File: config.mk
export PLATFORM = sky130hd
export DESIGN_NAME = iads_or_tree
export DESIGN_NICKNAME = d
export VERILOG_FILES = /design/src/sv/iads_pkg.sv /design/src/sv/iads_or_tree.sv
export SDC_FILE = /design/constraint.sdc
export NUM_CORES = 1
export LEC_CHECK = 0
export BUFFER_PORTS_ARGS = -buffer_cell sky130_fd_sc_hd__buf_2
export CORE_AREA = 2 2 39 41
export DETAILED_ROUTE_END_ITERATION = 6
export DIE_AREA = 0 0 41 43
export PLACE_DENSITY = 0.79
export SETUP_SLACK_MARGIN = 0.3
export SKIP_LAST_GASP = 1
export SLEW_MARGIN = 20
export SYNTH_ARGS = -nofsm -noshare
export SYNTH_HDL_FRONTEND = slang
export SYNTH_SLANG_ARGS = --single-unit
File: constraint.sdc
create_clock -name clk -period 1.58 [get_ports clk]
set_clock_uncertainty 0.15 [all_clocks]
set_input_delay 0.474 -clock clk [delete_from_list [all_inputs] [get_ports clk]]
set_output_delay 0.474 -clock clk [all_outputs]
set_load 0.005 [all_outputs]
File: src/sv/iads_pkg.sv
// Shared types and constants for the indexed array engine.
// Used by iads_cell, iads_or_tree and indexed_array_insert_delete_search.
`default_nettype none

package iads_pkg;

  localparam int DEPTH   = 64;
  localparam int IDX_W   = $clog2(DEPTH);
  localparam int CNT_W   = $clog2(DEPTH + 1);
  localparam int POS_W   = 7;
  localparam int VAL_W   = 32;
  localparam int CMP_W   = (POS_W > CNT_W) ? POS_W : CNT_W;
  localparam int GROUP   = 8;
  localparam int NGROUP  = (DEPTH + GROUP - 1) / GROUP;

  typedef enum logic [1:0] {
    MODE_INSERT = 2'd0,
    MODE_DELETE = 2'd1,
    MODE_SEARCH = 2'd2
  } mode_t;

  typedef enum logic [1:0] {
    ST_DONE  = 2'd0,
    ST_FULL  = 2'd1,
    ST_RANGE = 2'd2
  } status_t;

  // Broadcast to every cell in the row.
  typedef struct packed {
    logic                    ins;
    logic                    del;
    logic                    srch;
    logic [CMP_W-1:0]        pos;
    logic [CMP_W-1:0]        count;
    logic signed [VAL_W-1:0] value;
  } cell_ctl_t;

endpackage

`default_nettype wire

File: src/sv/iads_or_tree.sv
// Registered OR reduction of the per-cell match bits.
// Depends on iads_pkg.
`default_nettype none

module iads_or_tree (
  input  logic                      clk,
  input  logic [iads_pkg::DEPTH-1:0] match_bits,
  output logic                      hit
);

  localparam int PAD_W = iads_pkg::NGROUP * iads_pkg::GROUP;

  logic [PAD_W-1:0]               padded;
  logic [iads_pkg::NGROUP-1:0]    group_hit;

  assign padded = PAD_W'(match_bits);

  // Hold one OR per group of cells.
  always_ff @(posedge clk) begin
    for (int g = 0; g < iads_pkg::NGROUP; g++) begin
      group_hit[g] <= |padded[g*iads_pkg::GROUP +: iads_pkg::GROUP];
    end
  end

  assign hit = |group_hit;

endmodule

`default_nettype wire

# == Word level (Yosys, flattened, before mapping) ==
# Cells that the tools add are included.
# totals
register_bits,8
word_cells,10
in_bits,65
# op_classes
n_reduce_logical,9
# op_table
cell,n
OR reduction 8 bit,9

# == Logic depth before layout (Yosys ltp) ==
# depth
depth_word,1
mapped_depth,2

# == Least setup slack after synthesis ==
# OpenSTA, ideal clock, no wires.
# synth_path
path_type,register to output
startpoint,register group_hit[1] (netlist name)
endpoint,output hit
setup_slack_ps,344
stages_incl_launch_ff,3
arrival_ps,612
t_required_ps,956
cell_sequence,dfxtp_1 nor4_1 nand2_1
# synth_via
elab_chain_len,1
# synth_lines
item,line,text
from (decl),iads_or_tree.sv:14,logic [iads_pkg::NGROUP-1:0] group_hit;
"from (signal, indexed assignment)",iads_or_tree.sv:21,group_hit[g] <= |padded[g*iads_pkg::GROUP +: iads_pkg::GROUP];
OR reduction 8 bit,iads_or_tree.sv:25,assign hit = |group_hit;
to (decl),iads_or_tree.sv:8,output logic hit
# Every way passes these cells.

# == Final worst setup path ==
# Same ends and word-level chain as after synthesis.

==> key figures <==
Outcome
  – Status: finished with violations
  – Failing checks: setup timing

Yosys
  – Netlist Area Pre-Place: ~300 µm²
  – EDFF count, synth: 0
  – Post-synth top flop: dfxtp_1
  – Syn Area/Cell: 8.76 µm²
  – Sequential fraction of the synthesis area: 52.2%
  – Synth top cells by count: nor4_1 (18), nand2_1 (9), dfxtp_1 (8)
  – Asr flop ratio synth: 0%
  – Yosys Warn Count: 0
  – Top-area cell type share of the netlist area: 52.2%
  – Synth Instances: 35
  – Most frequent cell after synthesis: nor4_1
  – Cell variety after synth: 3
  – Largest cells by area after synthesis: dfxtp_1 (52%), nor4_1 (37%), nand2_1 (11%)
  – Post-synth top area cell: dfxtp_1
  – #FFs+latches synth: 8
  – Syn Nets: 100

Place
  – Placed cell count: roughly 120
  – Hpwl dp: 929 µm
  – Placer Congestion: 0.642
  – Buffers on Ports: 65

Setup path
  – CP Capture Point: hit
  – Worst setup path class: reg -> out
  – Worst path arrival time: 1.00 ns
  – Critical path fanouts, max: 1
  – CP endpoint kind: primary output
  – Worst Setup SP: group_hit[1]
  – Critical path startpoint category: register
  – Critical Path RT: 0.96 ns

Floorplanning
  – DIE WIDTH: approximately 41 µm
  – Io pins: 66
  – Die area: 1760 µm²
  – FP Rows: 14
  – Initial Utilization: 22.2%
  – DIE HEIGHT: 43 µm
  – Core area: 1380 µm²

Final layout
  – Largest register FFs: 8
  – Antenna diode count: 0
  – Fraction of layout cells with a size suffix above 1: around two thirds
  – Area growth syn-to-layout: 124%
  – Final std cells w/o fill: roughly 120
  – Layout fillers: 139
  – Top reg by flops: group_hit
  – Nets: 170
  – Biggest regs: group_hit: 8 flops

CTS
  – H-tree levels: 1
  – CTS Buf Count: 3
  – Hold_buf cts: 0
  – Clock buffer depth: 2
  – CTS sink count: 8
  – Clock slew at reported path FFs: 0.05 ns
  – CTS Root Buffer Type: clkbuf_4
  – CTS tree: yes

Power
  – Switching share of power: roughly a fifth
  – Pint: about 0.00035 W
  – Tot Pwr: 0.000434 W
  – Clock power frac: 34.2%
  – Combinational power share: roughly a fifth
  – Leak Pwr: 0.342 nW
  – PD cells: approximately 630 nW/µm²
  – Flop pwr share: a little under half
  – Psw: roughly 0.000085 W
  – VDD IR-drop max: 0.265 mV

STA
  – Final hold viol count: 0
  – # setup viols final: 1
  – Fin. max-slew vios: 0
  – Slew Limit Headroom: a little over four fifths
  – Maximum clock rate: 0.616 GHz
  – RSZ-0062 raised after global routing: true
  – Tcrit/Tclk final: 103%
  – Final min period: around 1.6 ns
  – Final Worst Setup Slack: -0.0433 ns
  – Worst-margin pin slew: 0.243 ns

Global route
  – Largest net degree at the start of global routing: 5
  – GRT Util Overall: around 13%
  – First-pass GRT wire length: 1520 µm
  – Vias in the first global route: 472
  – Top Usage Layer GRT: met2
  – Grt met1 use: between 10% and 20%
  – GRT met3 Usage: around 4.7%
  – Gr ovfl total: 0
  – Global routing usage on met2: 20.9%
  – Initial antenna violation count: 0

Flow run
  – Max cap viols: 0

Detailed routing
  – WL/cell: ~8.3 µm
  – Vias after detailed routing: 535
  – DRT Wirelength: just under 1000 µm
  – Detailed-router iteration count before antenna repair: 2
  – DRT antenna net count: 0
  – DRC: 0
  – DRC marker count from the first detailed-route iteration: 5
  – DR vias/cell: 4.50

Hold path
  – Worst min path class: in -> reg
==> metal layers <==
layer  part of all wire (%)  routed length [µm]
met1                     32                 313
met2                     53                 521
met3                     16                 154
met4                      0                   0
met5                      0                   0
==> final cells by class <==
type	instances	area, µm²	area share (%)
Tap cell	16	20.0	2.91
Multi-Input combinational cell	27	159	23.1
Clock buffer	3	22.5	3.28
Sequential cell	8	160	23.3
Timing Repair Buffer	65	325	47.4
==> what timing repair did <==
action / in CTS / in global routing
gates cloned: 0 / 0
resized for setup: 1 / 1
pin swaps: 0 / 0
endpoints found under the setup margin: 1 / 1
setup buffers: 0 / 0
endpoints found under the hold margin: 0 / 0
==> layout by cell type (no fill, tap or decap) <==
cell type  synthesis  final
clkbuf_4           0      3
dfxtp_1            8      8
nand2_1            9      9
buf_2              0     65
nor4_1            18     16
nor4_2             0      2
==> critical path: stages (launching register included) <==
cell and delay (ns):
dfxtp_1 0.30, nor4_2 0.26, nand2_1 0.07, buf_2 0.13
==> through the flow <==
step / utilization (%) / cell area, µm² / hold WS, ns / TNS, ns / worst slack, ns
finish: 49.6 / 687 / 0.255 / -0.0433 / -0.0433
global route: 49.6 / 687 / 0.254 / -0.135 / -0.135
CTS: 49.2 / 681 / 0.243 / -0.0662 / -0.0662
detailed placement: 47.1 / 652 / 0.506 / 0 / 0.178
global placement: 47.1 / 652 / 0.513 / 0 / 0.183
floorplan: - / 307 / 0.415 / 0 / 0.344
==> worst min-delay path by stage <==
stage                    from            to  slack (ns)  cells after the start
2_1_floorplan   match_bits[2]  group_hit[0]        0.41                      2
3_3_place_gp   match_bits[38]  group_hit[4]        0.51                      3
3_5_place_dp   match_bits[22]  group_hit[2]        0.51                      3
4_1_cts        match_bits[22]  group_hit[2]        0.24                      3
5_1_grt        match_bits[63]  group_hit[7]        0.25                      3
6_report       match_bits[22]  group_hit[2]        0.26                      3
==> cell families (layout without fill, tap and decap cells) <==
| logic type | after synthesis | count (layout) | synth area share, % |
|---|---|---|---|
| simple gates | 27 | 27 | 47.8 |
| flops | 8 | 8 | 52.2 |
| buf+inv | 0 | 68 | 0 |
==> power groups by stage <==
stage | logic, W | registers, W | clock network [W]
6_report | 0.0000826 | 0.000203 | 0.000148
5_1_grt | 0.0000935 | 0.000203 | 0.000168
4_1_cts | 0.0000839 | 0.000203 | 0.000158
3_5_place_dp | 0.0000836 | 0.000207 | 0
3_3_place_gp | 0.0000812 | 0.000207 | 0
2_1_floorplan | 0.00000763 | 0.000207 | 0
(Power assumes the default switching activity.)
