==> src/sv/iads_pkg.sv <==
// Shared types and constants for the indexed array engine.
// Used by iads_cell, iads_or_tree and indexed_array_insert_delete_search.
`default_nettype none

package iads_pkg;

  localparam int DEPTH   = 64;
  localparam int IDX_W   = $clog2(DEPTH);
  localparam int CNT_W   = $clog2(DEPTH + 1);
  localparam int POS_W   = 7;
  localparam int VAL_W   = 32;
  localparam int CMP_W   = (POS_W > CNT_W) ? POS_W : CNT_W;
  localparam int GROUP   = 8;
  localparam int NGROUP  = (DEPTH + GROUP - 1) / GROUP;

  typedef enum logic [1:0] {
    MODE_INSERT = 2'd0,
    MODE_DELETE = 2'd1,
    MODE_SEARCH = 2'd2
  } mode_t;

  typedef enum logic [1:0] {
    ST_DONE  = 2'd0,
    ST_FULL  = 2'd1,
    ST_RANGE = 2'd2
  } status_t;

  // Broadcast to every cell in the row.
  typedef struct packed {
    logic                    ins;
    logic                    del;
    logic                    srch;
    logic [CMP_W-1:0]        pos;
    logic [CMP_W-1:0]        count;
    logic signed [VAL_W-1:0] value;
  } cell_ctl_t;

endpackage

`default_nettype wire

==> src/sv/iads_cell.sv <==
// One slot of the shifting table: holds an entry, shifts from a neighbor
// and compares against the broadcast search value. Depends on iads_pkg.
`default_nettype none

module iads_cell (
  input  logic                             clk,
  input  logic [iads_pkg::IDX_W-1:0]       cell_index,
  input  iads_pkg::cell_ctl_t              ctl,
  input  logic signed [iads_pkg::VAL_W-1:0] prev_entry,
  input  logic signed [iads_pkg::VAL_W-1:0] next_entry,
  output logic signed [iads_pkg::VAL_W-1:0] entry,
  output logic                             match
);

  logic [iads_pkg::CMP_W-1:0] idx;

  assign idx = iads_pkg::CMP_W'(cell_index);

  always_ff @(posedge clk) begin
    if (ctl.ins && (idx > ctl.pos)) begin
      entry <= prev_entry;
    end else if (ctl.ins && (idx == ctl.pos)) begin
      entry <= ctl.value;
    end else if (ctl.del && (idx >= ctl.pos)) begin
      entry <= next_entry;
    end
  end

  // Only slots below the count take part in a search.
  always_ff @(posedge clk) begin
    match <= ctl.srch && (idx < ctl.count) && (entry == ctl.value);
  end

endmodule

`default_nettype wire

==> config.mk <==
export PLATFORM = sky130hd
export DESIGN_NAME = iads_cell
export DESIGN_NICKNAME = d
export VERILOG_FILES = /design/src/sv/iads_pkg.sv /design/src/sv/iads_cell.sv
export SDC_FILE = /design/constraint.sdc
export NUM_CORES = 1
export LEC_CHECK = 0
export ABC_AREA = 1
export BUFFER_PORTS_ARGS = -buffer_cell sky130_fd_sc_hd__buf_2
export CORE_ASPECT_RATIO = 1.25
export CORE_UTILIZATION = 42
export CTS_CLUSTER_DIAMETER = 150
export CTS_CLUSTER_SIZE = 28
export DETAILED_ROUTE_END_ITERATION = 10
export HOLD_SLACK_MARGIN = 0.15
export PLACE_DENSITY_LB_ADDON = 0.15
export SKIP_LAST_GASP = 1
export SLEW_MARGIN = 20
export SYNTH_ARGS = -nofsm -noshare
export SYNTH_HDL_FRONTEND = slang
export SYNTH_SLANG_ARGS = --single-unit
==> constraint.sdc <==
create_clock -name clk -period 1.9 [get_ports clk]
set_input_delay 0.095 -clock clk [delete_from_list [all_inputs] [get_ports clk]]
set_output_delay 0.095 -clock clk [all_outputs]
set_load 0.02 [all_outputs]
# Yosys cells after proc, flatten, opt, wreduce, memory -nomap -nowiden

Cells that the tools add are included.

Order comparisons: 3
Shift operators: 0
$mul: 0
Mux-type cells: 3
Bitwise gates (word level): 0
Equality and inequality tests: 2
Divide/modulo/power cells: 0
$add $sub $neg: 0
Reduce and logical (&&, ||, !) cells: 6

Operators with widths:

| operator          | count |
|---|---|
| $mux 32           | 3 |
| $eq 32x32->1      | 1 |
| $eq 6x7->1        | 1 |
| $ge 6x7->1        | 1 |
| $gt 6x7->1        | 1 |
| $lt 6x7->1        | 1 |
| $logic_and 1x1->1 | 5 |
| $reduce_bool 3->1 | 1 |

Latch bits: 0
Flip-flop bits (word level): 33
Word-level logic and storage cells: 16
Bits in writable memories: 0
Output and inout port bits: 33
Memory bits (read-only): 0
Input bits: 120
Memories kept: 0

# Depth between registers and ports, before layout

Depth after elaboration: 5
Mapped depth: 10
Depth with buffers taken out: 9

# Least setup slack after synthesis

Ideal clock, no wire load.

Path type: input-to-reg
From: input port ctl[41] (netlist name)
To: register entry[0] (netlist name), enable pin
Path buffers: 0
Cell stages on the path: 8
Data required time: 1.513 ns
Arrival: 1.524 ns
Path slack: -0.011 ns
Setup time: 0.387 ns
Cells stage by stage: inv_1 > ha_1 > nand2_2 > o21ai_0 > nand2_1 > nand2_2 > o21ai_0 > inv_1

Cells in the longest elaborated chain, start to end: 3
Elaborated cells on any way between the ends: 7
Those cells by class: order compare (2); eq/ne (1); reduce/logical (4)

Ends and longest elaborated chain:

| element                                  | line                                              | source |
|---|---|---|
| start, declared                          | iads_cell.sv:8                                    | `input iads_pkg::cell_ctl_t ctl,` |
| $gt 6x7->1, or another cell as far along | iads_cell.sv:20                                   | `if (ctl.ins && (idx > ctl.pos)) begin` |
| $logic_and 1x1->1 (on tied branches)     | iads_cell.sv:20, iads_cell.sv:22, iads_cell.sv:24 |  |
| $reduce_bool 3->1 (no source line) *     | -                                                 |  |
| end signal, assigned                     | iads_cell.sv:21                                   | `entry <= prev_entry;` |
| end signal, assigned                     | iads_cell.sv:23                                   | `entry <= ctl.value;` |
| end signal, assigned                     | iads_cell.sv:25                                   | `entry <= next_entry;` |
| end, declared                            | iads_cell.sv:11                                   | `output logic signed [iads_pkg::VAL_W-1:0] entry,` |

Mark *: on every way between the ends. The rest lies on a longest branch, timed or not.
A chain may end at the register's enable or synchronous reset.

# Worst setup path after layout

From: input port cell_index[2] (netlist name)
To: register entry[1] (netlist name), enable pin

Cells in the longest elaborated chain, start to end: 3
Elaborated cells on any way between the ends: 7
Those cells by class: order compare (2); eq/ne (1); reduce/logical (4)

Ends and longest elaborated chain:

| element                                  | line                                              | source |
|---|---|---|
| start, declared                          | iads_cell.sv:7                                    | `input logic [iads_pkg::IDX_W-1:0] cell_index,` |
| $gt 6x7->1, or another cell as far along | iads_cell.sv:20                                   |  |
| $logic_and 1x1->1 (on tied branches)     | iads_cell.sv:20, iads_cell.sv:22, iads_cell.sv:24 |  |
| $reduce_bool 3->1 (no source line) *     | -                                                 |  |

Marked as above.

==> impl_metrics.tcl <==
set metrics [dict create \
    rsz0062_at_grt "no" \
    ant_nets 0 \
    synthArstFlopShare 0 \
    area_delta_synth_final_pct 43.0 \
    crit_fanout 32 \
    rr_worst_depth 8 \
    power.total_uw 2410 \
    r2r_end "match" \
    synth_top_area_cell "edfxtp_1" \
    met1_usage 0.265 \
    synth.distinct_cells 25 \
    tns_ns 0 \
    die_h_um 95.9 \
    synth_top_flop_cell "edfxtp_1" \
    synth-seq-cells 33 \
    max_clock_freq_mhz 687 \
    drv_cap 0 \
    vias 3292 \
    synth_top_family_by_area "simple AND/OR/NAND/NOR gates" \
    worst_slew_pin_slew_ns 0.372 \
    clk_pin_slew_ns 0.07 \
    path_class "in -> reg" \
    finalHoldViolations 0 \
    cp.required_ns 1.93 \
    slew_headroom 0.752 \
    track_usage 0.239 \
    slew_violations 0 \
    worstSetupStartpoint "cell_index[2]" \
    drc 0 \
    p_leak_uw 0.00243 \
    setup_viol 0 \
    cp-start-kind "primary input" \
    cts.sinks 33 \
    viasPerCell 4.64 \
    synthMuxAreaShare 0 \
    crit_path_end "entry[1]" \
    htreeDepth 2 \
    cp.arrival_ns 1.49 \
    cp_top_family "compound AO/OA/AOI/OAI gates" \
    p_per_area_nw_per_um2 570 \
    post_synth.cell_area_avg_um2 6.77 \
    synthAdderAreaFrac 0.0464 \
    yosysMostFrequentCell "nand2_1" \
    grt_max_degree 39 \
    io_buffer_count 152 \
    grt_use_met3 0.0408 \
    use_met2 0.454 \
    die_w_um 77.1 \
    synth_compound_area_frac 0.115 \
    fin_crit_ns 1.46 \
    netlist_area_um2 2960 \
    post-route-cell-area_um2 4240 \
    place_congestion 0.831 \
    skew_ns 0.00740 \
    drtIter0Drc 105 \
    ys_seq_area_frac 0.331 \
    critPathCaptureType "flop" \
    synthesis.nets 569 \
    irDropWorstVdd_mv 0.358 \
    post-route-period-util 0.767 \
    synth_top_area_frac 0.324 \
    layout.cells.non_filler 710 \
    dp_hpwl_um 6470 \
    clockBufferDepth 2 \
    reg2reg_slack_ns 0.75 \
    synth-edff-count 32 \
    root_buffer "clkbuf_8" \
    grt_pass1_wl_um 13800 \
    yosys_warnings 0 \
    slowest_stage "ha_1" \
    synthSimpleGateAreaFrac 0.355 \
    cts_hold_buf 32 \
    outcome "finished clean" \
    cts_setup_buffers 0 \
    synth_cells 438 \
    worst_path_largest_cell_delay_ns 0.31 \
    drtPass1Iterations 4 \
    drive_above_1_share 0.332 \
    grt_pass1_vias 3184 \
    cts_buffers 5 \
    postLayoutCoreUtil 0.634 \
    cts_tree "yes" \
    gr-max-usage-layer "met2" \
    finalNetCount 753 \
    synth_area_leaders "edfxtp_1, nand2_1, inv_1" \
    dieArea_um2 7400 \
    r2r-start "entry[7]" \
    wirelength_um 8620 \
    min_path_type "in -> reg" \
    grt-ovfl-total 0 \
    start_util 0.443 \
    antenna_found_initial 0 \
    cts_resized 0 \
    path_buf_inv 3 \
    placedInstanceArea_um2 3810 \
    yosys-top-cells-count "nand2_1, inv_1, nand3_1, edfxtp_1, o21ai_2" \
    crit_cells 9 \
    routedWlPerCell_um 12.1 \
    synth_xor_xnor_area_share 0.0148 \
    post-place-cells 670 \
    clkLatencyLatePin_ns 0.28 \
    core_um2 6690 \
    path_cells "buf_2, ha_1, a21oi_1, o21ai_0, nand2_1, nand2_2, o21ai_1, clkinvlp_4, buf_12" \
    n_antenna_cell 0 \
    io_pins 153 \
    fill_cells 645 \
    row_count 33 \
]
## routing by layer
layer,routed length (um),vias to the layer above
met5,0,-
met4,167,0
met3,490,13
met2,4510,122
met1,3450,1433
li1,-,1724
## logic make-up (layout without fill, tap and decap cells)
kind of cell,count (synthesis),after routing
DFF,33,33
and+or+nand+nor,256,256
xor gates and xnor gates,5,5
adders and majority gates,11,11
buffers and inverters,89,274
AOI/OAI and AO/OA,44,44
## metrics by stage
| step | hold slack [ns] | setup slack (ns) |
|---|---|---|
| global route | 0.204 | 0.295 |
| floorplan | 0.308 | 0.0694 |
| detailed placement | 0.400 | 0.161 |
| CTS | 0.180 | 0.458 |
| global placement | 0.394 | 0.209 |
| finish | 0.183 | 0.443 |
## layout by cell type (no fill, tap or decap), types with 3 or more instances in the layout
cell / Yosys / final
dlygate4sd3_1: 0 / 32
ha_1: 11 / 11
o21ai_1: 2 / 3
inv_1: 73 / 72
o21ai_2: 30 / 30
edfxtp_1: 32 / 32
o21ai_0: 7 / 6
nand2_2: 4 / 4
buf_2: 6 / 152
xnor2_1: 4 / 4
buf_4: 0 / 5
a21oi_1: 3 / 3
nor2_1: 20 / 20
nand3_1: 34 / 34
nand2_1: 191 / 191
clkbuf_8: 0 / 5
buf_12: 0 / 3
## report_power, final
group	switching, uW	internal [uW]
Clock	259	387
Sequential	53.4	902
Combinational	468	345
Total	780	1630
## flip-flops by register name (all words and copies together), names as in the netlist
signal  count
match       1
entry      32
## tightest hold or removal path: stages
cell	delay, ns
buf_2	0.07
nand2_1	0.05
o21ai_2	0.05
nand2_1	0.05
nand2_1	0.05
## how the worst min path moves through the flow
stage	start	end	slack, ns	depth (start not counted)
after global placement	prev_entry[0]	entry[0]	0.39	3
after detailed placement	prev_entry[15]	entry[15]	0.40	3
after global routing	next_entry[24]	entry[24]	0.20	5
final	next_entry[14]	entry[14]	0.18	5
after CTS	next_entry[6]	entry[6]	0.18	5
after floorplan	prev_entry[10]	entry[10]	0.31	2
## area by class of cell
cell class	count	area (um2)	share of cell area
clock buffer	6	72.6	0.0171
clock inverter	2	33.8	0.00797
inverter	74	282	0.0664
multi-input combinational	316	1580	0.373
sequential	33	981	0.231
tap	87	109	0.0257
timing repair buffer	192	1180	0.278
Power figures use the tool's default switching activity.
